$ cat src/design/assert_macros.svh
// assertion helpers shared by the rtl
`ifndef ASSERT_MACROS_SVH
`define ASSERT_MACROS_SVH

// same-cycle implication
`define ASSERT_IMPL(label, clk, rst_n, ante, cons, msg) \
    label: assert property (@(posedge clk) disable iff (!(rst_n)) (ante) |-> (cons)) \
        else $error(msg);

// next-cycle implication
`define ASSERT_NEXT(label, clk, rst_n, ante, cons, msg) \
    label: assert property (@(posedge clk) disable iff (!(rst_n)) (ante) |=> (cons)) \
        else $error(msg);

`endif

$ cat src/design/rmq_pkg.sv
package rmq_pkg;

    localparam int FRAC_BITS_DEF = 14;
    localparam int ENTRY_W       = 16;
    localparam int VAL_W         = 17;
    localparam int QUOT_W        = 17;
    localparam int THR_W         = 15;
    localparam int OUT_W         = 16;
    localparam int PROD_W        = VAL_W + THR_W;
    localparam int SAT_MAX       = 32767;
    localparam int SAT_MIN_MAG   = 32768;

    typedef logic [1:0] t_axis;
    localparam t_axis AX_X     = 2'd0;
    localparam t_axis AX_Y     = 2'd1;
    localparam t_axis AX_Z     = 2'd2;
    localparam t_axis AX_TRACE = 2'd3;

    typedef logic signed [ENTRY_W-1:0] t_entry;
    typedef logic signed [VAL_W-1:0]   t_val;
    typedef logic signed [OUT_W-1:0]   t_out;

    // axis choice plus the three off-diagonal terms to be scaled
    typedef struct packed {
        t_axis ax;
        t_val  va;
        t_val  vb;
        t_val  vc;
    } t_lanes;

endpackage

$ cat src/design/rmq_sqrt.sv
module rmq_sqrt #(
    parameter int FRAC_BITS = rmq_pkg::FRAC_BITS_DEF,
    parameter int RAD_W     = 19,
    parameter int ROOT_W    = 17
) (
    input  logic                i_clk,
    input  logic                i_rst_n,
    input  logic                i_en,
    input  logic                i_valid,
    input  logic [RAD_W-1:0]    i_rad,
    input  rmq_pkg::t_lanes     i_lanes,
    output logic                o_valid,
    output logic [ROOT_W-1:0]   o_root,
    output rmq_pkg::t_lanes     o_lanes
);

    localparam int TW = 2 * ROOT_W + 1;

    logic [TW-1:0]     c_n;
    logic [TW-1:0]     r_rem  [0:ROOT_W-1];
    logic [ROOT_W-1:0] r_root [0:ROOT_W-1];
    rmq_pkg::t_lanes   r_pl   [0:ROOT_W-1];
    logic              r_vld  [0:ROOT_W-1];

    assign c_n = TW'(i_rad) << FRAC_BITS;

    // one root bit per stage, msb first
    for (genvar k = 0; k < ROOT_W; k++) begin : g_stage
        localparam int B = ROOT_W - 1 - k;
        logic [TW-1:0]     c_rem_in;
        logic [TW-1:0]     c_t;
        logic [ROOT_W-1:0] c_root_in;
        rmq_pkg::t_lanes   c_pl_in;
        logic              c_vld_in;

        if (k == 0) begin : g_first
            assign c_rem_in  = c_n;
            assign c_root_in = '0;
            assign c_pl_in   = i_lanes;
            assign c_vld_in  = i_valid;
        end else begin : g_next
            assign c_rem_in  = r_rem[k-1];
            assign c_root_in = r_root[k-1];
            assign c_pl_in   = r_pl[k-1];
            assign c_vld_in  = r_vld[k-1];
        end

        // (root + 2^B)^2 - root^2
        assign c_t = (TW'(c_root_in) << (B + 1)) | (TW'(1) << (2 * B));

        always_ff @(posedge i_clk) begin
            if (!i_rst_n) begin
                r_vld[k] <= 1'b0;
            end else if (i_en) begin
                r_vld[k] <= c_vld_in;
            end
        end

        always_ff @(posedge i_clk) begin
            if (i_en) begin
                if (c_rem_in >= c_t) begin
                    r_rem[k]  <= c_rem_in - c_t;
                    r_root[k] <= c_root_in | (ROOT_W'(1) << B);
                end else begin
                    r_rem[k]  <= c_rem_in;
                    r_root[k] <= c_root_in;
                end
                r_pl[k] <= c_pl_in;
            end
        end
    end

    assign o_valid = r_vld[ROOT_W-1];
    assign o_root  = r_root[ROOT_W-1];
    assign o_lanes = r_pl[ROOT_W-1];

endmodule

$ cat config.mk
export PLATFORM = sky130hd
export DESIGN_NAME = rmq_sqrt
export DESIGN_NICKNAME = d
export VERILOG_FILES = /design/src/design/assert_macros.svh /design/src/design/rmq_pkg.sv /design/src/design/rmq_sqrt.sv
export SDC_FILE = /design/constraint.sdc
export NUM_CORES = 1
export LEC_CHECK = 0
export BUFFER_PORTS_ARGS = -buffer_cell sky130_fd_sc_hd__clkbuf_2
export CORE_MARGIN = 3
export CORE_UTILIZATION = 60
export CTS_CLUSTER_DIAMETER = 40
export DETAILED_ROUTE_END_ITERATION = 6
export PLACE_DENSITY = 0.77
export SYNTH_ARGS = -nofsm -noshare
export SYNTH_HDL_FRONTEND = slang
export SYNTH_SLANG_ARGS = --single-unit
export TNS_END_PERCENT = 30
$ cat constraint.sdc
create_clock -name i_clk -period 4.8 [get_ports i_clk]
set_input_delay 0.96 -clock i_clk [delete_from_list [all_inputs] [get_ports i_clk]]
set_output_delay 0.96 -clock i_clk [all_outputs]
set_load 0.005 [all_outputs]
======== Yosys cells after proc, flatten, opt, wreduce, memory -nomap -nowiden ========
Memory sizes are Yosys's and may differ from the RTL's.
Cells that the tools add are included.
operators by class
  order comparisons ....................... 17
  muxes and demuxes ....................... 158
  bitwise logic cells ..................... 51
  add/subtract/negate cells ............... 17
operator list
  cell              number
  $mux W35          17
  $mux W17          17
  $mux W1           124
  $or A1 B1 Y1      51
  $ge A35 B18 Y1    1
  $ge A35 B19 Y1    1
  $ge A35 B20 Y1    1
  $ge A35 B21 Y1    1
  $ge A35 B22 Y1    1
  $ge A35 B23 Y1    1
  $ge A35 B24 Y1    1
  $ge A35 B25 Y1    1
  $ge A35 B26 Y1    1
  $ge A35 B27 Y1    1
  $ge A35 B28 Y1    1
  $ge A35 B29 Y1    1
  $ge A35 B30 Y1    1
  $ge A35 B31 Y1    1
  $ge A35 B32 Y1    1
  $ge A35 B33 Y1    1
  $sub A35 B18 Y35  1
  $sub A35 B19 Y35  1
  $sub A35 B20 Y35  1
  $sub A35 B21 Y35  1
  other kinds (14)  14
word-level totals
  RAM bits ................................ 1,802
  input bits .............................. 76
  word-level logic and storage cells ...... 247
  memories ................................ 4
  register bits after elaboration ......... 0
  output and inout bits ................... 71
memories
  name    depth  bits a word  read ports  clocked after Yosys merged registers in  wr ports  RTL line        RTL
  r_pl    17     53           17          0                                        17        rmq_sqrt.sv:22  rmq_pkg::t_lanes r_pl [0:ROOT_W-1];
  r_rem   17     35           16          0                                        17        rmq_sqrt.sv:20  logic [TW-1:0] r_rem [0:ROOT_W-1];
  r_root  17     17           17          0                                        17        rmq_sqrt.sv:21  logic [ROOT_W-1:0] r_root [0:ROOT_W-1];
  r_vld   17     1            17          0                                        17        rmq_sqrt.sv:23  logic r_vld [0:ROOT_W-1];

======== Longest topological paths before layout ========
An unclocked memory read counts as a cell.
  depth after elaboration ................. 6
  depth in mapped cells ................... 13
  mapped depth without buffers ............ 12

======== Least setup slack after synthesis ========
No wires, ideal clock.
  path kind ............................... input-to-reg
  start point ............................. input port i_en
  end point ............................... memory r_rem[15][10] (netlist bit) (enable)
  setup slack ............................. 1,518 ps
  library setup time ...................... 422 ps
  required time ........................... 4,378 ps
  stages on the path ...................... 3
  buffers on the path ..................... 3
  arrival time ............................ 2,860 ps
  cells stage by stage .................... clkbuf_1 -> clkbuf_1 -> clkbuf_1
RTL lines
  element          RTL line        RTL
  start, declared  rmq_sqrt.sv:8   input logic i_en,
  end, declared    rmq_sqrt.sv:20

==> metrics.yaml <==
status: "finished, final reports clean"
gp_congestion: 0.9515
io_buffers: 146
synth_edf_count: 1441
reg2reg_from: "r_rem[11][10]$_SDFFCE_PP0P_"
setup_viol: 0
stdcell_count: 4728
startpoint: "r_rem[11][10]$_SDFFCE_PP0P_"
combPwrFrac_pct: 7.0
clkSinkCount: 1442
synth_area_per_cell_um2: 17.21
postLayoutCoreUtil_pct: 69.36
path_clk_slew_ps: 60
drtIter0Drc: 1789
fin_crit_ps: 3757
crit_path_start_kind: "flop"
rows: 109
cp_slowest_stage_delay_ps: 720
finalMaxSlewViolations: 0
hold-path-cell-count: 1
slew_headroom_pct: 9.166
via_per_inst: 5.539
grt_pass1_vias: 27080
dp_cells: 4438
dp_hpwl_um: 53780
post_cts_buffers: 0
syn_nets: 3391
end_kind: "flop"
grt_antenna_before_repair: 0
cts_resized: 0
grt_pass1_wl_um: 140000
drive_gt1_share_pct: 12.57
ys_async_sr_fraction_pct: 0
hold_viol: 0
p_seq_share_pct: 53.0
area_delta_synth_final_pct: 13.73
die_area_um2: 94160
worstMarginPinSlew_ps: 1363
crit_chain: "ha_1 > a211o_1 > a2111oi_0 > o32ai_1 > o21a_1 > o21a_1 > or3b_1 > nor3_1 > xor2_1"
initial_utilization_pct: 60.98
postRouteAntennaNets: 0
min_period_over_period_pct: 78.27
clock_latency_ps: 750
ios: 147
worstHoldEndpoint: "r_rem[0][28]$_DFFE_PP_"
clockBufferDepth: 3
p_leak_nw: 22.60
switchingPower_mw: 6.618
p_int_mw: 22.84
yosys_warnings: 0
vias: 26190
cp_slowest_cell: "a2111oi_0"
p_per_area_nw_per_um2: 477.0
fmax_ghz: 0.2662
cp_top_family: "compound AO/OA/AOI/OAI gates"
cp.buffers_inverters: 0
worst_slack_ps: 1043
syn_inst: 3156
nets: 3669
root_buffer: "clkbuf_16"
wire_per_inst_um: 18.66
grt_max_degree: 212
h-tree-depth: 4
grt_setup_unrepaired: "no"
tns_ps: 0
skew_ps: 31.36
crit_arrival_ps: 4220
grt-ovfl-total: 0
synth_area_leaders: "edfxtp_1 80%, ha_1 3.5%, xor2_1 1.8%"
diodes: 0
yosysMostFrequentCell: "edfxtp_1"
yosys.cell_types.count: 77
clkPwrFrac_pct: 40.0
core_area_um2: 89060
die_h_um: 306.9
synthTopCellsByCount: "1441 x edfxtp_1, 202 x inv_1, 175 x nand2_1"
synth-seq-cells: 1442
drc_errors: 0
hold_buffers: 0
yosys.area.top_type_share_pct: 79.67
swShare_pct: 22.46
ys_seq_area_share_pct: 79.71
firstDrtPassIters: 5
reg2reg_depth: 9
grt_usage_pct: 18.94
synth_top_cell_by_area: "edfxtp_1"
min_from: "i_rad[14]"
cp_max_fo: 5
cts_buffers: 159
r2r_slack_ps: 1040
hold_class: "in -> reg"
crit_type: "reg -> reg"
dp_slack_ps: 1103
cts_tree: "yes"
max_cap_violations: 0
cp.required_ps: 5260
syn-cell-area_um2: 54310
crit_top_cell: "o21a_1"
fp.dieW_um: 306.9
vdd_drop_max_uv: 320.8
drt_wl_total_um: 88210
synth_ff_type: "edfxtp_1"
r2r-end: "r_rem[12][27]$_DFFE_PP_"
[flip-flops by register name, indices dropped and copies added (netlist names)]
register	count
r_pl	901
r_rem	371
r_root	153
r_vld	17
[metrics by stage]
stage	area [um^2]	hold WS [ps]	power, mW
floorplan	54310	400.3	17.07
global placement	56580	400.2	17.72
detailed placement	56580	404.5	17.87
CTS	61770	329.8	29.76
global route	61770	346.1	30.59
finish	61770	399.6	29.46
[worst max-delay path by stage]
stage / end / slack [ps] / cells after the start
after floorplan: r_rem[15][10]$_DFFE_PP_ / 1520 / 3
after global placement: r_rem[15][28]$_DFFE_PP_ / 1060 / 9
after detailed placement: r_rem[15][34]$_DFFE_PP_ / 1100 / 9
after CTS: r_rem[12][27]$_DFFE_PP_ / 1030 / 10
after global routing: r_rem[12][27]$_DFFE_PP_ / 860 / 9
final: r_rem[12][27]$_DFFE_PP_ / 1040 / 9
[cell families after synthesis]
family | count (synthesis) | share of synthesized area, %
compound gates | 431 | 5.018
xor+xnor | 211 | 3.403
fa+ha+maj | 159 | 3.746
buf+inv | 257 | 1.802
flops | 1442 | 79.71
mux | 26 | 0.5253
simple gates | 630 | 5.796
[power by group through the flow]
| stage | logic (mW) | registers [mW] | clock network, mW |
|---|---|---|---|
| 2_1_floorplan | 1.45 | 15.6 | 0 |
| 3_3_place_gp | 1.95 | 15.8 | 0 |
| 3_5_place_dp | 2.04 | 15.8 | 0 |
| 4_1_cts | 2.07 | 15.6 | 12.1 |
| 5_1_grt | 2.30 | 15.7 | 12.6 |
| 6_report | 2.07 | 15.6 | 11.8 |
[metal layers]
| metal | vias to the layer above | GRT usage [%] | share of wire [%] |
|---|---|---|---|
| met3 | 207 | 3.857 | 4.3 |
| met5 | - | 0 | 0 |
| met1 | 12780 | 21.75 | 38 |
| met2 | 641 | 34.88 | 54 |
| li1 | 12560 | - | - |
| met4 | 0 | 7.354 | 3.0 |
[worst reg2reg max path: stages, from the launching register on]
cell and delay (ps):
edfxtp_1 430, ha_1 330, a211o_1 320, a2111oi_0 720, o32ai_1 370, o21a_1 280
o21a_1 200, or3b_1 480, nor3_1 240, xor2_1 110
[layout by cell type, fill, tap and decap left out, drive strengths merged, types with 18 or more instances in the layout]
cell,n
nand2,175
buf,26
nor4,41
or4,20
a21o,34
clkinv,64
a21oi,86
o21a,36
nor3,62
nor2,139
xnor2,97
o21ai,155
mux2,20
o31ai,18
or3,33
ha,153
nand2b,36
nand3,33
inv,226
and3,19
xor2,114
clkbuf,327
edfxtp,1441
nor2b,20
[layout make-up]
| type | instances | area (um^2) |
|---|---|---|
| sequential | 1442 | 43290 |
| multi-input combinational | 1457 | 10060 |
| clock inverter | 108 | 1037 |
| fill | 5467 | 27290 |
| timing repair buffer | 171 | 1008 |
| inverter | 203 | 762.0 |
| clock buffer | 182 | 4150 |
| tap | 1165 | 1458 |
Note: power is estimated with default switching activity, not from simulation.
