$ cat src/design/assert_macros.svh
// assertion helpers shared by the rtl
`ifndef ASSERT_MACROS_SVH
`define ASSERT_MACROS_SVH

// same-cycle implication
`define ASSERT_IMPL(label, clk, rst_n, ante, cons, msg) \
    label: assert property (@(posedge clk) disable iff (!(rst_n)) (ante) |-> (cons)) \
        else $error(msg);

// next-cycle implication
`define ASSERT_NEXT(label, clk, rst_n, ante, cons, msg) \
    label: assert property (@(posedge clk) disable iff (!(rst_n)) (ante) |=> (cons)) \
        else $error(msg);

`endif

$ cat src/design/rmq_pkg.sv
package rmq_pkg;

    localparam int FRAC_BITS_DEF = 14;
    localparam int ENTRY_W       = 16;
    localparam int VAL_W         = 17;
    localparam int QUOT_W        = 17;
    localparam int THR_W         = 15;
    localparam int OUT_W         = 16;
    localparam int PROD_W        = VAL_W + THR_W;
    localparam int SAT_MAX       = 32767;
    localparam int SAT_MIN_MAG   = 32768;

    typedef logic [1:0] t_axis;
    localparam t_axis AX_X     = 2'd0;
    localparam t_axis AX_Y     = 2'd1;
    localparam t_axis AX_Z     = 2'd2;
    localparam t_axis AX_TRACE = 2'd3;

    typedef logic signed [ENTRY_W-1:0] t_entry;
    typedef logic signed [VAL_W-1:0]   t_val;
    typedef logic signed [OUT_W-1:0]   t_out;

    // axis choice plus the three off-diagonal terms to be scaled
    typedef struct packed {
        t_axis ax;
        t_val  va;
        t_val  vb;
        t_val  vc;
    } t_lanes;

endpackage

$ cat src/design/rmq_lane.sv
module rmq_lane #(
    parameter int FRAC_BITS = rmq_pkg::FRAC_BITS_DEF,
    parameter int ROOT_W    = 17
) (
    input  logic               i_clk,
    input  logic               i_en,
    input  rmq_pkg::t_val      i_v,
    input  logic [ROOT_W-1:0]  i_s,
    input  logic               i_recip,
    output rmq_pkg::t_out      o_q
);

    localparam int QB  = rmq_pkg::QUOT_W;
    localparam int VW  = rmq_pkg::VAL_W;
    localparam int PW  = rmq_pkg::PROD_W;
    localparam int NUM_W = VW + FRAC_BITS;
    localparam int DEN_W = ROOT_W + 1 + QB;
    localparam int CW  = ((NUM_W > DEN_W) ? NUM_W : DEN_W) + 1;

    logic [VW-1:0]     c_mag;
    logic [CW-1:0]     c_num;
    logic [CW-1:0]     c_den;
    logic [PW-1:0]     c_prod;
    logic [PW-1:0]     c_res;

    logic [CW-1:0]     r_rem   [0:QB];
    logic [ROOT_W:0]   r_den   [0:QB];
    logic [QB-1:0]     r_q     [0:QB];
    logic [PW-1:0]     r_prod  [0:QB];
    logic              r_neg   [0:QB];
    logic              r_recip [0:QB];
    logic              r_ovf   [0:QB];

    always_comb begin
        c_mag  = i_v[VW-1] ? VW'(-i_v) : VW'(i_v);
        c_num  = CW'(c_mag) << FRAC_BITS;
        c_den  = CW'({i_s, 1'b0});
        // only used when the root is at most the 15-bit threshold
        c_prod = PW'(c_mag) * PW'(i_s[rmq_pkg::THR_W-1:0]);
    end

    always_ff @(posedge i_clk) begin
        if (i_en) begin
            r_rem[0]   <= c_num;
            r_den[0]   <= {i_s, 1'b0};
            r_q[0]     <= '0;
            r_prod[0]  <= c_prod;
            r_neg[0]   <= i_v[VW-1];
            r_recip[0] <= i_recip;
            r_ovf[0]   <= (c_num >= (c_den << QB));
        end
    end

    // restoring divide, one quotient bit per stage
    for (genvar k = 1; k <= QB; k++) begin : g_div
        localparam int B = QB - k;
        logic [CW-1:0] c_sub;

        assign c_sub = CW'(r_den[k-1]) << B;

        always_ff @(posedge i_clk) begin
            if (i_en) begin
                if (r_rem[k-1] >= c_sub) begin
                    r_rem[k] <= r_rem[k-1] - c_sub;
                    r_q[k]   <= r_q[k-1] | (QB'(1) << B);
                end else begin
                    r_rem[k] <= r_rem[k-1];
                    r_q[k]   <= r_q[k-1];
                end
                r_den[k]   <= r_den[k-1];
                r_prod[k]  <= r_prod[k-1];
                r_neg[k]   <= r_neg[k-1];
                r_recip[k] <= r_recip[k-1];
                r_ovf[k]   <= r_ovf[k-1];
            end
        end
    end

    always_comb begin
        if (r_recip[QB]) begin
            c_res = r_ovf[QB] ? (PW'(1) << QB) : PW'(r_q[QB]);
        end else begin
            c_res = r_prod[QB] >> FRAC_BITS;
        end
        if (r_neg[QB]) begin
            if (c_res >= PW'(rmq_pkg::SAT_MIN_MAG)) begin
                o_q = rmq_pkg::t_out'(-rmq_pkg::SAT_MIN_MAG);
            end else begin
                o_q = -rmq_pkg::t_out'(c_res[rmq_pkg::OUT_W-1:0]);
            end
        end else begin
            if (c_res > PW'(rmq_pkg::SAT_MAX)) begin
                o_q = rmq_pkg::t_out'(rmq_pkg::SAT_MAX);
            end else begin
                o_q = rmq_pkg::t_out'(c_res[rmq_pkg::OUT_W-1:0]);
            end
        end
    end

endmodule

$ cat config.mk
export PLATFORM = sky130hd
export DESIGN_NAME = rmq_lane
export DESIGN_NICKNAME = d
export VERILOG_FILES = /design/src/design/assert_macros.svh /design/src/design/rmq_pkg.sv /design/src/design/rmq_lane.sv
export SDC_FILE = /design/constraint.sdc
export NUM_CORES = 2
export LEC_CHECK = 0
export BUFFER_PORTS_ARGS = -buffer_cell sky130_fd_sc_hd__buf_2
export CAP_MARGIN = 20
export CELL_PAD_IN_SITES_DETAIL_PLACEMENT = 0
export CELL_PAD_IN_SITES_GLOBAL_PLACEMENT = 1
export CORE_MARGIN = 2
export CORE_UTILIZATION = 57
export DETAILED_ROUTE_END_ITERATION = 8
export PLACE_DENSITY = 0.95
export SLEW_MARGIN = 20
export SYNTH_ARGS = -nofsm -noshare
export SYNTH_HDL_FRONTEND = slang
export SYNTH_SLANG_ARGS = --single-unit
$ cat constraint.sdc
create_clock -name i_clk -period 14.8 [get_ports i_clk]
set_input_delay 0 -clock i_clk [delete_from_list [all_inputs] [get_ports i_clk]]
set_output_delay 0 -clock i_clk [all_outputs]
set_load 0.05 [all_outputs]
Word level (Yosys, flattened, before mapping)
Memory sizes are Yosys's and may differ from the RTL's.
Cells that the tools add are included.
{"block": "word_totals", "regBits": 0, "ramBits": 1908, "output_inout_bits": 16, "wordCells": 225, "n_memories": 7}
{"block": "classes", "addsub": 19, "multipliers": 1, "magnitude_cmp": 20, "mux": 144, "bitwise_logic": 34}
{"name": "r_rem", "words": 18, "word_bits": 36, "read_ports": 17, "rd_clocked_by_memory_dff": 0, "write_ports": 18, "line_no": "rmq_lane.sv:26", "rtl": "logic [CW-1:0] r_rem [0:QB];"}
{"name": "r_prod", "words": 18, "word_bits": 32, "read_ports": 18, "rd_clocked_by_memory_dff": 0, "write_ports": 18, "line_no": "rmq_lane.sv:29", "rtl": "logic [PW-1:0] r_prod [0:QB];"}
{"name": "r_den", "words": 18, "word_bits": 18, "read_ports": 17, "rd_clocked_by_memory_dff": 0, "write_ports": 18, "line_no": "rmq_lane.sv:27", "rtl": "logic [ROOT_W:0] r_den [0:QB];"}
{"name": "r_q", "words": 18, "word_bits": 17, "read_ports": 18, "rd_clocked_by_memory_dff": 0, "write_ports": 18, "line_no": "rmq_lane.sv:28", "rtl": "logic [QB-1:0] r_q [0:QB];"}
{"name": "r_neg", "words": 18, "word_bits": 1, "read_ports": 18, "rd_clocked_by_memory_dff": 0, "write_ports": 18, "line_no": "rmq_lane.sv:30", "rtl": "logic r_neg [0:QB];"}
{"name": "r_ovf", "words": 18, "word_bits": 1, "read_ports": 18, "rd_clocked_by_memory_dff": 0, "write_ports": 18, "line_no": "rmq_lane.sv:32", "rtl": "logic r_ovf [0:QB];"}
{"name": "+1 memories"}
{"operator": "2-to-1 mux 36 bit", "count": 17}
{"operator": "2-to-1 mux 17 bit", "count": 18}
{"operator": "2-to-1 mux 1 bit", "count": 104}
{"operator": "2-to-1 mux 16 bit", "count": 3}
{"operator": ">= comparator 36 x 18 -> 1 bit", "count": 1}
{"operator": ">= comparator 36 x 19 -> 1 bit", "count": 1}
{"operator": ">= comparator 36 x 20 -> 1 bit", "count": 1}
{"operator": ">= comparator 36 x 21 -> 1 bit", "count": 1}
{"operator": ">= comparator 36 x 22 -> 1 bit", "count": 1}
{"operator": ">= comparator 36 x 23 -> 1 bit", "count": 1}
{"operator": ">= comparator 36 x 24 -> 1 bit", "count": 1}
{"operator": ">= comparator 36 x 25 -> 1 bit", "count": 1}
{"operator": ">= comparator 36 x 26 -> 1 bit", "count": 1}
{"operator": ">= comparator 36 x 27 -> 1 bit", "count": 1}
{"operator": ">= comparator 36 x 28 -> 1 bit", "count": 1}
{"operator": ">= comparator 36 x 29 -> 1 bit", "count": 1}
{"operator": ">= comparator 36 x 30 -> 1 bit", "count": 1}
{"operator": ">= comparator 36 x 31 -> 1 bit", "count": 1}
{"operator": ">= comparator 36 x 32 -> 1 bit", "count": 1}
{"operator": ">= comparator 36 x 33 -> 1 bit", "count": 1}
{"operator": ">= comparator 36 x 34 -> 1 bit", "count": 1}
{"operator": "subtractor 36 x 18 -> 36 bit", "count": 1}
{"operator": "subtractor 36 x 19 -> 36 bit", "count": 1}
{"operator": "subtractor 36 x 20 -> 36 bit", "count": 1}
{"operator": "23 further kinds", "count": 56}

Depth between registers and ports, before layout
An unclocked memory read counts as a cell.
{"block": "logic_depth", "depth_word": 6, "ltp_mapped": 31}

Worst setup path before layout
No wires, ideal clock.
{"block": "synth_path", "kind": "input to register", "startpoint": "input i_v[0]", "endpoint": "memory r_prod[0][31] in the netlist's numbering (data pin)", "arrival_time_ns": 7.129, "t_required_ns": 14.540, "setup_slack_ns": 7.411, "stages": 30, "path_buffers": 1, "cell_sequence": "clkbuf_1 -> inv_2 -> ha_1 -> nand2_1 -> or4_1 -> or3_1 -> nand2_1 -> xor2_1 -> inv_1 -> and2_1 -> fa_1 -> inv_1 -> fa_1 -> inv_1 -> fa_1 -> fa_1 -> fa_1 -> inv_1 -> fa_1 -> inv_1 -> ha_1 -> a21o_1 -> a21oi_1 -> nand4b_1 -> o2111ai_2 -> o21ai_2 -> nor3_1 -> a2111oi_2 -> o21ai_0 -> xnor2_1"}
{"element": "start, declared", "line_no": "rmq_lane.sv:7", "rtl": "input rmq_pkg::t_val i_v,"}
{"element": "end, declared", "line_no": "rmq_lane.sv:29"}

==> results.cfg <==
[setup_path]
end_kind = register
cpMostUsedCell = fa_1
slowest_delay_ns = 0.63
critPathKind = input port to register
cp_max_fo = 12
arrival_ns = 9.11
critPathRequiredTime_ns = 15.30
start_kind = input port
critPathSlowestCell = clkinv_1
ff2ff_path_depth = 12

[detailed_routing]
ant_nets = 0
wl_per_cell_um = 19.72
drt-total-wl_mm = 142.4
avgViaCountPerCell = 5.717
firstDrtPassIters = 8
vias = 41280
drt_iter0_markers = 3248
drc = 0

[clock_tree]
clk_path_buf_depth = 3
clk_pin_slew_worst_paths_ns = 0.06
cts_root_buf = clkbuf_16
post_cts_buffers = 0
cts-resized-gates = 0
clock_latency_ns = 0.75
hold_buffers = 31
cts_sinks = 1267
tritoncts = built
cts_buffers = 133
cts-htree-levels = 4

[sta]
finalHoldViolCount = 0
rsz0062_at_grt = false
finalSetupTns_ns = 0
clock_skew_ns = 0.02365
slew_headroom = 0.2365
setup_viol = 0
fin_crit_ns = 8.613
whs_ns = 0.08021
tightest_slew_ns = 1.145
post-route-period-util = 0.5820
fmax_mhz = 116.1
finalMaxSlewViolations = 0
setup_ws_ns = 6.187

[logic_synthesis]
synth_top_family_by_area = adder cells
synth.most_common_cell = edfxtp_1
synthCells = 5450
synth_fa_ha_area_frac = 0.1377
synth_seq_cells = 1267
yosysUniqueCellTypes = 87
ys_warn_count = 0
synth_area_leaders = edfxtp_1, ha_1, fa_1
ys.flop_type = edfxtp_1
synthSimpleGateAreaFrac = 0.1034
synth_compound_area_frac = 0.09278
syn-num-nets = 6101
synth_common_cells = edfxtp_1, inv_1, nand2_1, ha_1, nor2_1
synth-xor-area-share = 0.05051
syn_area_per_cell_um2 = 12.31
synthMuxAreaShare = 0.009397
synth_top_area_frac = 0.5669
synth-seq-area-share = 0.5669
synth_edf_count = 1267
syn-cell-area_um2 = 67110
synth_area_leader_cell = edfxtp_1
synthArstFlopShare = 0

[global_route]
overflow = 0
top_usage_layer = met2
grt_util_all_layers = 0.2389
antenna_found_initial = 3
grt_max_degree = 191
grt_first_pass_wirelength_mm = 224.7
use_met2 = 0.4274
grt.met1_usage = 0.2839
use_met3 = 0.03686
grt_pass1_vias = 41400

[power_and_ir_drop]
power_mw = 14.31
ir_drop_v = 0.0002460
p_leak_nw = 29.20
p_per_area_nw_per_um2 = 193.7

[floorplanning]
die-height_um = 347.1
row_count = 125
die_w_um = 347.1
die_area_um2 = 120500
io_pins = 53
core_area_um2 = 116500
start_util = 0.5759

[worst_hold_path]
whs_path_depth = 3
hold_path_class = input port to register

[placement]
port_buffers = 52
dp_hpwl_mm = 104.1
gp_congestion = 0.9190
dpl_cell_area_um2 = 69210
dpl_worst_slack_ns = 6.116
place_inst = 6949

[final_layout]
fillerInstances = 8581
final_cells = 7221
final_area_um2 = 73890
areaGrowthSynthToFinish_pct = 10.11
drive_gt1_frac = 0.06496
fin_util = 0.6341
nets = 6242

[job]
cap_violations = 0

[outcome]
status = complete, no violations
-- per-layer routing --
metal,vias to the layer above,wire length [µm]
li1,19820,-
met1,19980,55890
met2,1144,73130
met3,335,6843
met4,0,6540
met5,-,0
-- flip-flops by register name (all words and copies together) (netlist names) --
| name | flops |
|---|---|
| r_den | 289 |
| r_neg | 18 |
| r_ovf | 18 |
| r_prod | 324 |
| r_q | 153 |
| r_recip | 18 |
| r_rem | 447 |
-- final cells by class --
type | count | area [µm²] | share of cell area
clock inverter | 79 | 919.6 | 0.01245
antenna | 1 | 2.502 | 0.00003387
sequential | 1267 | 38050 | 0.5149
timing repair buffer | 117 | 878.3 | 0.01189
inverter | 587 | 2203 | 0.02982
multi-input combinational | 3485 | 26500 | 0.3586
tap | 1524 | 1907 | 0.02581
clock buffer | 161 | 3433 | 0.04647
-- worst paths after layout --
check                    from            end  slack [ns]
setup / recovery       i_v[0]  r_prod[0][30]        6.19
hold / removal         i_v[9]   r_rem[0][23]        0.08
setup reg to reg  r_den[1][3]   r_rem[2][34]       10.00
hold reg to reg    r_recip[7]     r_recip[8]        0.40
-- power breakdown --
| part | switching (mW) | total (mW) | internal, mW | leakage, nW |
|---|---|---|---|---|
| Combinational | 3.20 | 5.61 | 2.42 | 14.9 |
| Clock | 1.40 | 3.32 | 1.92 | 2.11 |
| Sequential | 0.452 | 5.38 | 4.93 | 12.2 |
-- critical path, delay by kind of cell --
| kind | cells | cell delay [ns] |
|---|---|---|
| fa+ha+maj | 9 | 4.05 |
| compound gates | 8 | 1.96 |
| buf+inv | 8 | 1.81 |
| simple gates | 3 | 0.63 |
| xor+xnor | 2 | 0.62 |
-- cells in the final DEF, fill, tap and decap left out, types with 33 or more instances in the layout --
cell type / instances
a21o_1: 106
a21oi_1: 262
and2_1: 79
buf_2: 51
clkbuf_16: 133
edfxtp_1: 1267
fa_1: 208
ha_1: 406
inv_1: 575
mux2_2: 38
nand2_1: 457
nand2b_1: 67
nand3_1: 66
nand4_1: 67
nor2_1: 340
nor2b_1: 67
nor3_1: 94
nor4_1: 52
o21a_1: 55
o21ai_0: 306
o21bai_1: 33
xnor2_1: 197
xor2_1: 189
-- kinds of logic (layout without fill, tap and decap cells) --
logic type	count (synthesis)	count (layout)
and+or+nand+nor	1431	1431
DFF	1267	1267
AOI/OAI and AO/OA	996	996
xor gates and xnor gates	387	387
muxes	57	57
adders and majority gates	614	614
buffers and inverters	698	944
other	0	1
Power figures use the tool's default switching activity.
