==> src/design/assert_macros.svh <==
// assertion helpers shared by the rtl
`ifndef ASSERT_MACROS_SVH
`define ASSERT_MACROS_SVH

// same-cycle implication
`define ASSERT_IMPL(label, clk, rst_n, ante, cons, msg) \
    label: assert property (@(posedge clk) disable iff (!(rst_n)) (ante) |-> (cons)) \
        else $error(msg);

// next-cycle implication
`define ASSERT_NEXT(label, clk, rst_n, ante, cons, msg) \
    label: assert property (@(posedge clk) disable iff (!(rst_n)) (ante) |=> (cons)) \
        else $error(msg);

`endif

==> src/design/rmq_pkg.sv <==
package rmq_pkg;

    localparam int FRAC_BITS_DEF = 14;
    localparam int ENTRY_W       = 16;
    localparam int VAL_W         = 17;
    localparam int QUOT_W        = 17;
    localparam int THR_W         = 15;
    localparam int OUT_W         = 16;
    localparam int PROD_W        = VAL_W + THR_W;
    localparam int SAT_MAX       = 32767;
    localparam int SAT_MIN_MAG   = 32768;

    typedef logic [1:0] t_axis;
    localparam t_axis AX_X     = 2'd0;
    localparam t_axis AX_Y     = 2'd1;
    localparam t_axis AX_Z     = 2'd2;
    localparam t_axis AX_TRACE = 2'd3;

    typedef logic signed [ENTRY_W-1:0] t_entry;
    typedef logic signed [VAL_W-1:0]   t_val;
    typedef logic signed [OUT_W-1:0]   t_out;

    // axis choice plus the three off-diagonal terms to be scaled
    typedef struct packed {
        t_axis ax;
        t_val  va;
        t_val  vb;
        t_val  vc;
    } t_lanes;

endpackage

==> src/design/rmq_front.sv <==
module rmq_front #(
    parameter int FRAC_BITS = rmq_pkg::FRAC_BITS_DEF,
    parameter int RAD_W     = 19
) (
    input  logic                  i_clk,
    input  logic                  i_rst_n,
    input  logic                  i_en,
    input  logic                  i_valid,
    input  rmq_pkg::t_entry       i_m00,
    input  rmq_pkg::t_entry       i_m01,
    input  rmq_pkg::t_entry       i_m02,
    input  rmq_pkg::t_entry       i_m10,
    input  rmq_pkg::t_entry       i_m11,
    input  rmq_pkg::t_entry       i_m12,
    input  rmq_pkg::t_entry       i_m20,
    input  rmq_pkg::t_entry       i_m21,
    input  rmq_pkg::t_entry       i_m22,
    output logic                  o_valid,
    output logic [RAD_W-1:0]      o_rad,
    output rmq_pkg::t_lanes       o_lanes
);

    localparam int RS_W = RAD_W + 1;
    localparam int SUM_W = rmq_pkg::ENTRY_W + 2;
    localparam int BASE_W = rmq_pkg::ENTRY_W + 3;
    localparam logic signed [RS_W-1:0] ONE = RS_W'(1) << FRAC_BITS;

    logic signed [SUM_W-1:0]  c_tr;
    logic signed [BASE_W-1:0] c_base;
    logic signed [RS_W-1:0]   c_rad_s;
    rmq_pkg::t_entry          c_dmax;
    rmq_pkg::t_axis           c_ax;
    rmq_pkg::t_lanes          c_lanes;

    always_comb begin
        c_tr = SUM_W'(i_m00) + SUM_W'(i_m11) + SUM_W'(i_m22);
        c_dmax = (i_m11 > i_m00) ? i_m11 : i_m00;
        if (c_tr > 0) begin
            c_ax = rmq_pkg::AX_TRACE;
        end else if (i_m22 > c_dmax) begin
            c_ax = rmq_pkg::AX_Z;
        end else if (i_m11 > i_m00) begin
            c_ax = rmq_pkg::AX_Y;
        end else begin
            c_ax = rmq_pkg::AX_X;
        end

        c_lanes.ax = c_ax;
        unique case (c_ax)
            rmq_pkg::AX_X: begin
                c_base = BASE_W'(i_m00) - (BASE_W'(i_m11) + BASE_W'(i_m22));
                c_lanes.va = rmq_pkg::t_val'(i_m12) - rmq_pkg::t_val'(i_m21);
                c_lanes.vb = rmq_pkg::t_val'(i_m01) + rmq_pkg::t_val'(i_m10);
                c_lanes.vc = rmq_pkg::t_val'(i_m02) + rmq_pkg::t_val'(i_m20);
            end
            rmq_pkg::AX_Y: begin
                c_base = BASE_W'(i_m11) - (BASE_W'(i_m22) + BASE_W'(i_m00));
                c_lanes.va = rmq_pkg::t_val'(i_m20) - rmq_pkg::t_val'(i_m02);
                c_lanes.vb = rmq_pkg::t_val'(i_m12) + rmq_pkg::t_val'(i_m21);
                c_lanes.vc = rmq_pkg::t_val'(i_m10) + rmq_pkg::t_val'(i_m01);
            end
            rmq_pkg::AX_Z: begin
                c_base = BASE_W'(i_m22) - (BASE_W'(i_m00) + BASE_W'(i_m11));
                c_lanes.va = rmq_pkg::t_val'(i_m01) - rmq_pkg::t_val'(i_m10);
                c_lanes.vb = rmq_pkg::t_val'(i_m20) + rmq_pkg::t_val'(i_m02);
                c_lanes.vc = rmq_pkg::t_val'(i_m21) + rmq_pkg::t_val'(i_m12);
            end
            default: begin
                c_base = BASE_W'(c_tr);
                c_lanes.va = rmq_pkg::t_val'(i_m12) - rmq_pkg::t_val'(i_m21);
                c_lanes.vb = rmq_pkg::t_val'(i_m20) - rmq_pkg::t_val'(i_m02);
                c_lanes.vc = rmq_pkg::t_val'(i_m01) - rmq_pkg::t_val'(i_m10);
            end
        endcase
        c_rad_s = RS_W'(c_base) + ONE;
    end

    always_ff @(posedge i_clk) begin
        if (!i_rst_n) begin
            o_valid <= 1'b0;
        end else if (i_en) begin
            o_valid <= i_valid;
        end
    end

    // clamp a non-positive radicand to zero; the axis choice keeps it positive
    always_ff @(posedge i_clk) begin
        if (i_en) begin
            o_rad   <= (c_rad_s <= 0) ? '0 : c_rad_s[RAD_W-1:0];
            o_lanes <= c_lanes;
        end
    end

endmodule

==> config.mk <==
export PLATFORM = sky130hd
export DESIGN_NAME = rmq_front
export DESIGN_NICKNAME = d
export VERILOG_FILES = /design/src/design/assert_macros.svh /design/src/design/rmq_pkg.sv /design/src/design/rmq_front.sv
export SDC_FILE = /design/constraint.sdc
export NUM_CORES = 1
export LEC_CHECK = 0
export ABC_AREA = 1
export BUFFER_PORTS_ARGS = -buffer_cell sky130_fd_sc_hd__buf_2
export CAP_MARGIN = 20
export CORE_MARGIN = 3
export CORE_UTILIZATION = 55
export DETAILED_ROUTE_END_ITERATION = 8
export HOLD_SLACK_MARGIN = 0.08
export PLACE_DENSITY = 0.75
export SYNTH_ARGS = -nofsm -noshare
export SYNTH_HDL_FRONTEND = slang
export SYNTH_SLANG_ARGS = --single-unit
==> constraint.sdc <==
create_clock -name i_clk -period 5.7 [get_ports i_clk]
set_clock_uncertainty 0.2 [all_clocks]
set_input_delay 0 -clock i_clk [delete_from_list [all_inputs] [get_ports i_clk]]
set_output_delay 0 -clock i_clk [all_outputs]
set_load 0.02 [all_outputs]
# After elaboration in Yosys (flattened, before gate mapping)
# Index checks and enable logic that the tools add are counted.
[totals]
out_inout_bits = 73
in_bits = 148
elab_cells = 34
reg_bits = 73
[classes]
magnitude_cmp = 4
reduce_logical = 1
muxes = 6
eq_ne = 2
addsub = 15
[ops]
columns = ["operator", "count"]
rows = [
  ["51-bit case mux with 3 select lines", 1],
  ["16-bit by 16-bit adder with 17-bit output", 7],
  ["19-bit case mux with 3 select lines", 1],
  ["16-bit by 17-bit subtractor with 18-bit output", 3],
  ["16-bit by 16-bit subtractor with 17-bit output", 3],
  ["16-bit greater-than comparator", 2],
  ["19-bit by 16-bit adder with 20-bit output (second input constant)", 1],
  ["20-bit by 1-bit less-or-equal comparator with 1-bit output (second input constant)", 1],
  ["17-bit by 16-bit adder with 18-bit output", 1],
  ["18-bit by 1-bit greater-than comparator with 1-bit output (second input constant)", 1],
  ["16-bit 2-to-1 mux", 1],
  ["2-bit 2-to-1 mux", 2],
  ["2-bit by 1-bit equality test with 1-bit output (second input constant)", 1],
  ["2-bit equality test (second input constant)", 1],
  ["2-bit logical NOT", 1],
  ["1-bit 2-to-1 mux", 1],
]

# Longest topological paths before layout
# Gate-level depths: netlist (run 1).
[depth]
ltp_word = 9
depth_mapped = 42
mapped_depth_nobuf = 40

# Least setup slack after synthesis (run 1)
# No wires, ideal clock.
[synth_timing]
path_type = "input-to-reg"
startpoint = "in i_m00[7]"
endpoint = "reg o_rad[14] (data pin)"
setup_ns = 0.259
t_required_ns = 5.241
n_path_buf = 3
stages = 37
slack_ns = 1.078
arrival_ns = 4.163
path_cell_list = "inv_1 -> ha_1 -> nor2_1 -> nor3b_1 -> nand2_1 -> nand2_1 -> nand2_1 -> nand2_1 -> nor2_1 -> nor2_4 -> clkbuf_1 -> nand2_1 -> o21ai_0 -> ha_1 -> nand2_1 -> inv_1 -> o21ai_0 -> a21oi_1 -> nor2_1 -> nand2_1 -> nand2_1 -> nand3_2 -> nand2_2 -> buf_2 -> nand4_1 -> nand3b_1 -> nand2_1 -> inv_1 -> ha_1 -> inv_1 -> nand2_1 -> nand3_1 -> nor2_1 -> nand3_2 -> nand2_4 -> buf_6 -> nor2_2"
[synth_between]
elab_chain_cells = 9
word_cells_on_any_way = 20
classes_between = "add/sub (8); order compare (4); eq/ne (2); mux (5); reduce/logical (1)"
[synth_lines]
columns = ["element", "line_no", "rtl"]
rows = [
  ["from (decl)", "rmq_front.sv:9", "input rmq_pkg::t_entry i_m00,"],
  ["branches (longest 6 deep; another with 17-bit by 16-bit adder with 18-bit output)", "-", ""],
  ["19-bit case mux with 3 select lines (*)", "rmq_front.sv:49", "unique case (c_ax)"],
  ["19-bit by 16-bit adder with 20-bit output (*)", "rmq_front.sv:75", "c_rad_s = RS_W'(c_base) + ONE;"],
  ["20-bit by 1-bit less-or-equal comparator with 1-bit output", "rmq_front.sv:89", "o_rad <= (c_rad_s <= 0) ? '0 : c_rad_s[RAD_W-1:0];"],
  ["to (signal assigned)", "rmq_front.sv:89", ""],
  ["to (decl)", "rmq_front.sv:19", "output logic [RAD_W-1:0] o_rad,"],
]
# Mark *: on every way between the ends.
# A chain may end at the register's enable or synchronous reset.

# Worst setup path in the final report (run 1)
[layout_timing]
startpoint = "in i_m00[7]"
endpoint = "reg o_rad[5] (data pin)"
# Same word-level chain as after synthesis.

==> summary.txt, run 1 <==
Run status
  – Outcome: finished, final reports clean

Cells and area
  – Share of the core filled with cells in the final layout: 0.6322
  – Register cell area after layout: 0.002182 mm^2
  – Cell Count, Final, Fillers Out: 2499
  – Proportion of layout cells with a drive suffix above 1: 0.1319
  – Fill cell total of the finished layout: 2314
  – Area of the multi-input gates: 0.01070 mm^2
  – Net count, final: 2600
  – Area of all placed cells without fillers: 0.01601 mm^2
  – Area growth from synthesis to layout: 12.62%
  – Commonest non-fill, non-tap cell in the layout: sky130_fd_sc_hd__nand2_1
  – Commonest non-fill, non-tap cells in the layout: sky130_fd_sc_hd__nand2_1, sky130_fd_sc_hd__inv_1, sky130_fd_sc_hd__buf_2

Placement
  – I/O Buffers: 220
  – Placer's final routability congestion estimate: 0.9975
  – Placed cells: 2474
  – Post-detail-place hpwl: 36330 um
  – DP Area: 0.01561 mm^2

Timing
  – Setup repair after global routing missed its margin: no
  – Smallest hold slack: 0.1260 ns
  – Headroom to the max-slew limit: 0.3800
  – Final sum of negative setup slack: 0 ns
  – Max Slew Vio Count: 0
  – Setup violations, final: 0
  – Share of the cycle needed by the critical path after routing: 0.9045
  – Max Freq: 0.1940 GHz
  – Final hold viol count: 0
  – Post-layout minimum cycle time: 5.155 ns
  – Transition time at the pin with the least slew margin: 0.9299 ns

Worst setup path
  – Critical Path Most Common Cell: sky130_fd_sc_hd__nand2_1
  – Crit path largest cell delay: 0.34 ns
  – Path depth of the worst reg2reg path: 3
  – CP Capture Type: flip-flop
  – Max Fanout on Critical Path: 17
  – Worst path arrival time: 5.03 ns
  – Slowest cell on crit path: sky130_fd_sc_hd__ha_1
  – Element type at the critical path start: primary input
  – Data required time of the worst path: 5.58 ns
  – Setup Crit Path Kind: primary input to flip-flop

Global route
  – Global router's overall resource usage: 0.3005
  – Initial antenna violation count: 0
  – GRT overflow: 0
  – Pin count of the biggest net entering global routing: 75
  – Vias in the first global route: 13028
  – First-pass GRT wire length: 68140 um

Power
  – Maximum ir drop on the vdd rail: 0.2798 mV
  – Power density over cell area: 278.7 mW/mm^2
  – Static Leakage: 8.240 nW

Clock network
  – Clock tree from TritonCTS: built
  – TritonCTS Buffers: 9
  – Number of clock sinks: 73
  – Master cell of the clock root buffer: sky130_fd_sc_hd__clkbuf_16
  – Clk_lat worst skew: 0.33 ns
  – CTS Buffer Depth: 2
  – Clock-pin transition on the worst setup and hold timing paths: 0.06 ns
  – Clock H-tree levels: 3

Floorplanning
  – Starting utilization of the core area: 0.5614
  – Die outline area: 0.02782 mm^2
  – Die Width: 166.8 um
  – Site row count: 58
  – Number of I/O pins: 221
  – Die Ht: 166.8 um
  – Core Area: 0.02533 mm^2

Routing
  – Total wire length: 43210 um
  – Final routed DRC violation total: 0
  – Drt initial violations: 1656
  – DR vias: 14052
  – Post-detailed-route via-to-cell ratio: 5.623
  – First-pass detailed-route iteration total: 6
  – Final routed wire length divided by cell count: 17.29 um
  – Post-route ant nets: 0

Yosys
  – Sequential-to-total area share from yosys stat: 0.1535
  – Number of distinct library cell variants in the gate-level netlist after synthesis: 54
  – Summed instance area of the synthesized netlist: 0.01422 mm^2
  – Count of warnings emitted by yosys: 0
  – Number of flip-flops and latches in the synthesized netlist: 73
  – Syn nets: 2396
  – Number of instances in the synthesized netlist: 1959
  – Avg Synthesized Cell Area: 7.257 um^2

Hold path
  – Number of stages on the worst hold path: 3
  – Kind of path behind the tightest hold check: primary input to flip-flop

Flow run
  – Max-capacitance violation count: 0
==> power by group <==
part	internal, W	switching [W]
clock network	0.000342	0.000232
registers	0.000829	0.0000540
logic	0.00100	0.00201
==> worst paths after layout <==
path	slack, ns	from	end
setup reg to reg	4.29	o_valid	o_valid
hold / removal	0.13	i_m21[0]	o_lanes[34]
setup / recovery	0.54	i_m00[7]	o_rad[5]
hold reg to reg	0.89	o_valid	o_valid
==> per-layer routing <==
metal,track usage,part of all wire,up-vias
met1,0.4512,0.45,6426
met4,0.06098,0.017,0
met2,0.4345,0.40,716
li1,-,-,6856
met5,0,0,-
met3,0.08141,0.13,54
==> per-stage QoR <==
stage               setup WS [ns]  power (W)
finish                     0.5446   0.004462
global route              0.07883   0.004786
CTS                        0.4134   0.004374
detailed placement        0.08881   0.003789
global placement           0.1847   0.003753
floorplan                   1.078   0.002883
==> repair_timing <==
item,CTS,global route
endpoints found under the hold margin,3,0
buffers inserted,0,3
hold buffers,5,0
setup endpoints to repair,0,17
resized for setup,0,2
==> cells in the mapped netlist, drive strengths merged <==
cell | instances | share of area
a211oi | 3 | 0.0016
nor3b | 2 | 0.0011
and2 | 4 | 0.0018
o211ai | 8 | 0.0042
clkbuf | 34 | 0.0090
a21o | 6 | 0.0032
a21oi | 165 | 0.058
edfxtp | 72 | 0.15
dfxtp | 1 | 0.0014
xnor2 | 21 | 0.013
a22oi | 11 | 0.0062
a2111o | 1 | 0.00079
buf | 13 | 0.0056
o21bai | 20 | 0.011
nand3b | 20 | 0.011
a221oi | 3 | 0.0018
a21boi | 13 | 0.0069
nand2 | 413 | 0.11
o221ai | 7 | 0.0043
a2bb2oi | 1 | 0.00062
o22ai | 15 | 0.0066
or2 | 5 | 0.0022
nor3 | 25 | 0.0092
xor2 | 104 | 0.064
nor2 | 146 | 0.042
o21a | 5 | 0.0026
nor4 | 2 | 0.00088
ha | 218 | 0.19
o21ai | 114 | 0.040
o2111ai | 12 | 0.0074
clkinv | 3 | 0.00079
fa | 71 | 0.10
nand3 | 69 | 0.025
o2bb2ai | 1 | 0.00062
inv | 298 | 0.079
a22o | 1 | 0.00062
o31ai | 6 | 0.0032
a31oi | 8 | 0.0035
nand4 | 38 | 0.017
==> logic make-up (layout without fill, tap and decap cells) <==
group | count (synthesis) | count (layout) | share of synthesized area
and+or+nand+nor | 724 | 724 | 0.2205
AOI/OAI and AO/OA | 400 | 400 | 0.1632
buffers and inverters | 348 | 557 | 0.09408
adders and majority gates | 289 | 289 | 0.2918
xor gates and xnor gates | 125 | 125 | 0.07700
DFF | 73 | 73 | 0.1535
other | 0 | 1 | 0
==> sequential cells by signal (all words and copies together) (netlist names) <==
| signal | cells |
|---|---|
| o_rad | 19 |
| o_lanes | 53 |
| o_valid | 1 |
==> worst max-delay path, delay by kind of cell <==
family | cells | cell delay, ns
AND/OR/NAND/NOR | 26 | 3.22
adder cells (fa/ha/maj) | 3 | 0.86
buffers and inverters | 5 | 0.67
AO/OA/AOI/OAI | 2 | 0.24
==> final cells by class <==
type                            count  area share
Clock buffer                        9     0.01407
Clock inverter                      7    0.004767
Inverter                          301     0.07056
Tap cell                          330     0.02579
Antenna cell                        1   0.0001563
Timing Repair Buffer              240     0.07994
Multi-Input combinational cell   1538      0.6684
Sequential cell                    73      0.1363
(Power assumes the default switching activity.)
==> run 2: changes to the inputs <==
--- a/config.mk
+++ b/config.mk
@@ -9,10 +9,10 @@
 export BUFFER_PORTS_ARGS = -buffer_cell sky130_fd_sc_hd__buf_2
 export CAP_MARGIN = 20
 export CORE_MARGIN = 3
-export CORE_UTILIZATION = 55
+export CORE_UTILIZATION = 60
 export DETAILED_ROUTE_END_ITERATION = 8
 export HOLD_SLACK_MARGIN = 0.08
-export PLACE_DENSITY = 0.75
+export PLACE_DENSITY = 0.81
 export SYNTH_ARGS = -nofsm -noshare
 export SYNTH_HDL_FRONTEND = slang
 export SYNTH_SLANG_ARGS = --single-unit
==> run 2 against run 1 <==
- combinational power increased by 1%
- routed wire length increased by 4.8%
- cell count decreased by 0.52%
- sequential power increased by 2%
- via count increased by 1.7%
- register-to-register slack about the same
- critical path type unchanged
- largest cell class unchanged
- largest power group unchanged
==> summary.txt, run 2 (synthesis results as in run 1) <==
Global route
  – Global router's overall resource usage: 0.3461 (was 0.3005)
  – Vias in the first global route: 13205 (was 13028)
  – Initial antenna violation count: 4 (was 0)
  – GRT overflow: 0 (unchanged)
  – Pin count of the biggest net entering global routing: 75 (unchanged)
  – First-pass GRT wire length: 71550 um (was 68140 um)

Floorplanning
  – Die Width: 159.9 um (was 166.8 um)
  – Die Ht: 159.9 um (was 166.8 um)
  – Starting utilization of the core area: 0.6186 (was 0.5614)
  – Number of I/O pins: 221 (unchanged)
  – Core Area: 0.02298 mm^2 (was 0.02533 mm^2)
  – Site row count: 55 (was 58)
  – Die outline area: 0.02558 mm^2 (was 0.02782 mm^2)

Cells and area
  – Area growth from synthesis to layout: 12.42% (was 12.62%)
  – Cell Count, Final, Fillers Out: 2486 (was 2499)
  – Max reg flops: 53 (unchanged)
  – Proportion of layout cells with a drive suffix above 1: 0.1335 (was 0.1319)
  – Share of the core filled with cells in the final layout: 0.6954 (was 0.6322)
  – Registers with the most flip-flops: o_lanes (53), o_rad (19), o_valid (1) (unchanged)
  – Register with the highest flop count: o_lanes (unchanged)
  – Commonest non-fill, non-tap cells in the layout: sky130_fd_sc_hd__nand2_1, sky130_fd_sc_hd__inv_1, sky130_fd_sc_hd__buf_2 (unchanged)
  – Net count, final: 2604 (was 2600)
  – Commonest non-fill, non-tap cell in the layout: sky130_fd_sc_hd__nand2_1 (unchanged)

Placement
  – Placer's final routability congestion estimate: 1.013 (was 0.9975)
  – Placed cells: 2462 (was 2474)
  – I/O Buffers: 220 (unchanged)
  – Post-detail-place hpwl: 38250 um (was 36330 um)

Timing
  – Share of the cycle needed by the critical path after routing: 0.9344 (was 0.9045)
  – Smallest hold slack: 0.1090 ns (was 0.1260 ns)
  – Final sum of negative setup slack: 0 ns (unchanged)
  – Final hold viol count: 0 (unchanged)
  – Setup repair after global routing missed its margin: no (unchanged)
  – Max Freq: 0.1878 GHz (was 0.1940 GHz)
  – Transition time at the pin with the least slew margin: 0.9926 ns (was 0.9299 ns)
  – Setup violations, final: 0 (unchanged)
  – Headroom to the max-slew limit: 0.3383 (was 0.3800)
  – Post-layout minimum cycle time: 5.326 ns (was 5.155 ns)
  – Max Slew Vio Count: 0 (unchanged)

Power
  – Maximum ir drop on the vdd rail: 0.1812 mV (was 0.2798 mV)
  – Total power after layout: 0.004500 W (was 0.004462 W)
  – Power density over cell area: 281.5 mW/mm^2 (was 278.7 mW/mm^2)
  – Static Leakage: 8.237 nW (was 8.240 nW)

Routing
  – Total wire length: 45280 um (was 43210 um)
  – DR vias: 14292 (was 14052)
  – Post-route ant nets: 0 (unchanged)
  – Drt initial violations: 1854 (was 1656)
  – Final routed wire length divided by cell count: 18.21 um (was 17.29 um)
  – Final routed DRC violation total: 0 (unchanged)
  – First-pass detailed-route iteration total: 7 (was 6)
  – Post-detailed-route via-to-cell ratio: 5.749 (was 5.623)

Flow run
  – Max-capacitance violation count: 0 (unchanged)

Clock network
  – Clock tree from TritonCTS: built (unchanged)
  – TritonCTS Buffers: 9 (unchanged)
  – Clk_lat worst skew: 0.34 ns (was 0.33 ns)
  – Number of clock sinks: 73 (unchanged)
  – Master cell of the clock root buffer: sky130_fd_sc_hd__clkbuf_16 (unchanged)
  – Clock-pin transition on the worst setup and hold timing paths: 0.06 ns (about the same)
  – CTS Buffer Depth: 2 (unchanged)
  – Clock H-tree levels: 3 (unchanged)

Worst setup path
  – Max Fanout on Critical Path: 25 (was 17)
  – Critical Path Most Common Cell: sky130_fd_sc_hd__nand2_1 (unchanged)
  – Slowest cell on crit path: sky130_fd_sc_hd__ha_1 (unchanged)
  – Flop-to-flop setup slack: 4.30 ns (was 4.29 ns)
  – Element type at the critical path start: primary input (unchanged)
  – CP Capture Type: flip-flop (unchanged)
  – Data required time of the worst path: 5.59 ns (was 5.58 ns)
  – Crit path largest cell delay: 0.48 ns (was 0.34 ns)
  – Worst path arrival time: 5.21 ns (was 5.03 ns)
  – Setup Crit Path Kind: primary input to flip-flop (unchanged)

Run status
  – Outcome: finished, final reports clean (unchanged)

Hold path
  – Kind of path behind the tightest hold check: primary input to flip-flop (unchanged)
==> run 2: cell types whose count changed in the layout (fill, tap and decap cells not counted), sizes merged <==
| cell | before | now |
|---|---|---|
| clkinv | 6 | 3 |
| inv | 300 | 302 |
| buf | 235 | 239 |
| bufinv | 1 | 0 |
| clkinvlp | 1 | 3 |
==> run 2: power breakdown <==
| group | total (W) | switching (W) | leakage [nW] | internal (W) |
|---|---|---|---|---|
| combinational | 0.00304 | 0.00204 | 7.40 | 0.00101 |
| clock | 0.000558 | 0.000256 | 0.131 | 0.000303 |
| sequential | 0.000897 | 0.0000669 | 0.711 | 0.000830 |
| total | 0.00450 | 0.00236 | 8.24 | 0.00214 |
==> run 2: repair_timing <==
item,CTS,global route
setup endpoints to repair,0,17
hold buffers,5,0
hold endpoints to repair,3,0
gates resized for setup,0,0
buffers inserted,0,2
==> run 2: final timing paths <==
kind,start,depth (start not counted),to
hold reg to reg,o_valid,3,o_valid
hold / removal,i_m02[1],4,o_lanes[18]
setup reg to reg,o_valid,3,o_valid
setup / recovery,i_m00[1],39,o_rad[3]
==> run 2: layer usage <==
metal	wire, um	GRT usage	vias up	share of wire
met5	34	0	-	0.00075
met4	439	0.03866	6	0.0097
met3	5204	0.07341	40	0.11
met2	18580	0.5019	757	0.41
met1	21020	0.5433	6624	0.46
li1	-	-	6865	-
==> run 2: cell type report <==
cell class / count / area (um^2)
antenna: 1 / 2.502
clock buffer: 9 / 225.2
clock inverter: 7 / 60.06
fill: 2045 / 7002
inverter: 301 / 1130
multi-input combinational: 1538 / 10700
sequential: 73 / 2182
tap: 313 / 391.6
timing repair buffer: 244 / 1294
==> run 2: stage by stage <==
step           area (um^2)  worst slack [ns]
6_report             15980            0.3739
3_3_place_gp         15630            0.1234
4_1_cts              15970            0.2993
3_5_place_dp         15630          -0.03452
5_1_grt              15980          0.004253
2_1_floorplan        14220             1.078
==> run 2: critical path: cells and delay by family <==
| family | cells | cell delay, ns |
|---|---|---|
| adder cells (fa/ha/maj) | 3 | 1.04 |
| buffers and inverters | 8 | 1.19 |
| AO/OA/AOI/OAI | 2 | 0.33 |
| AND/OR/NAND/NOR | 26 | 2.63 |
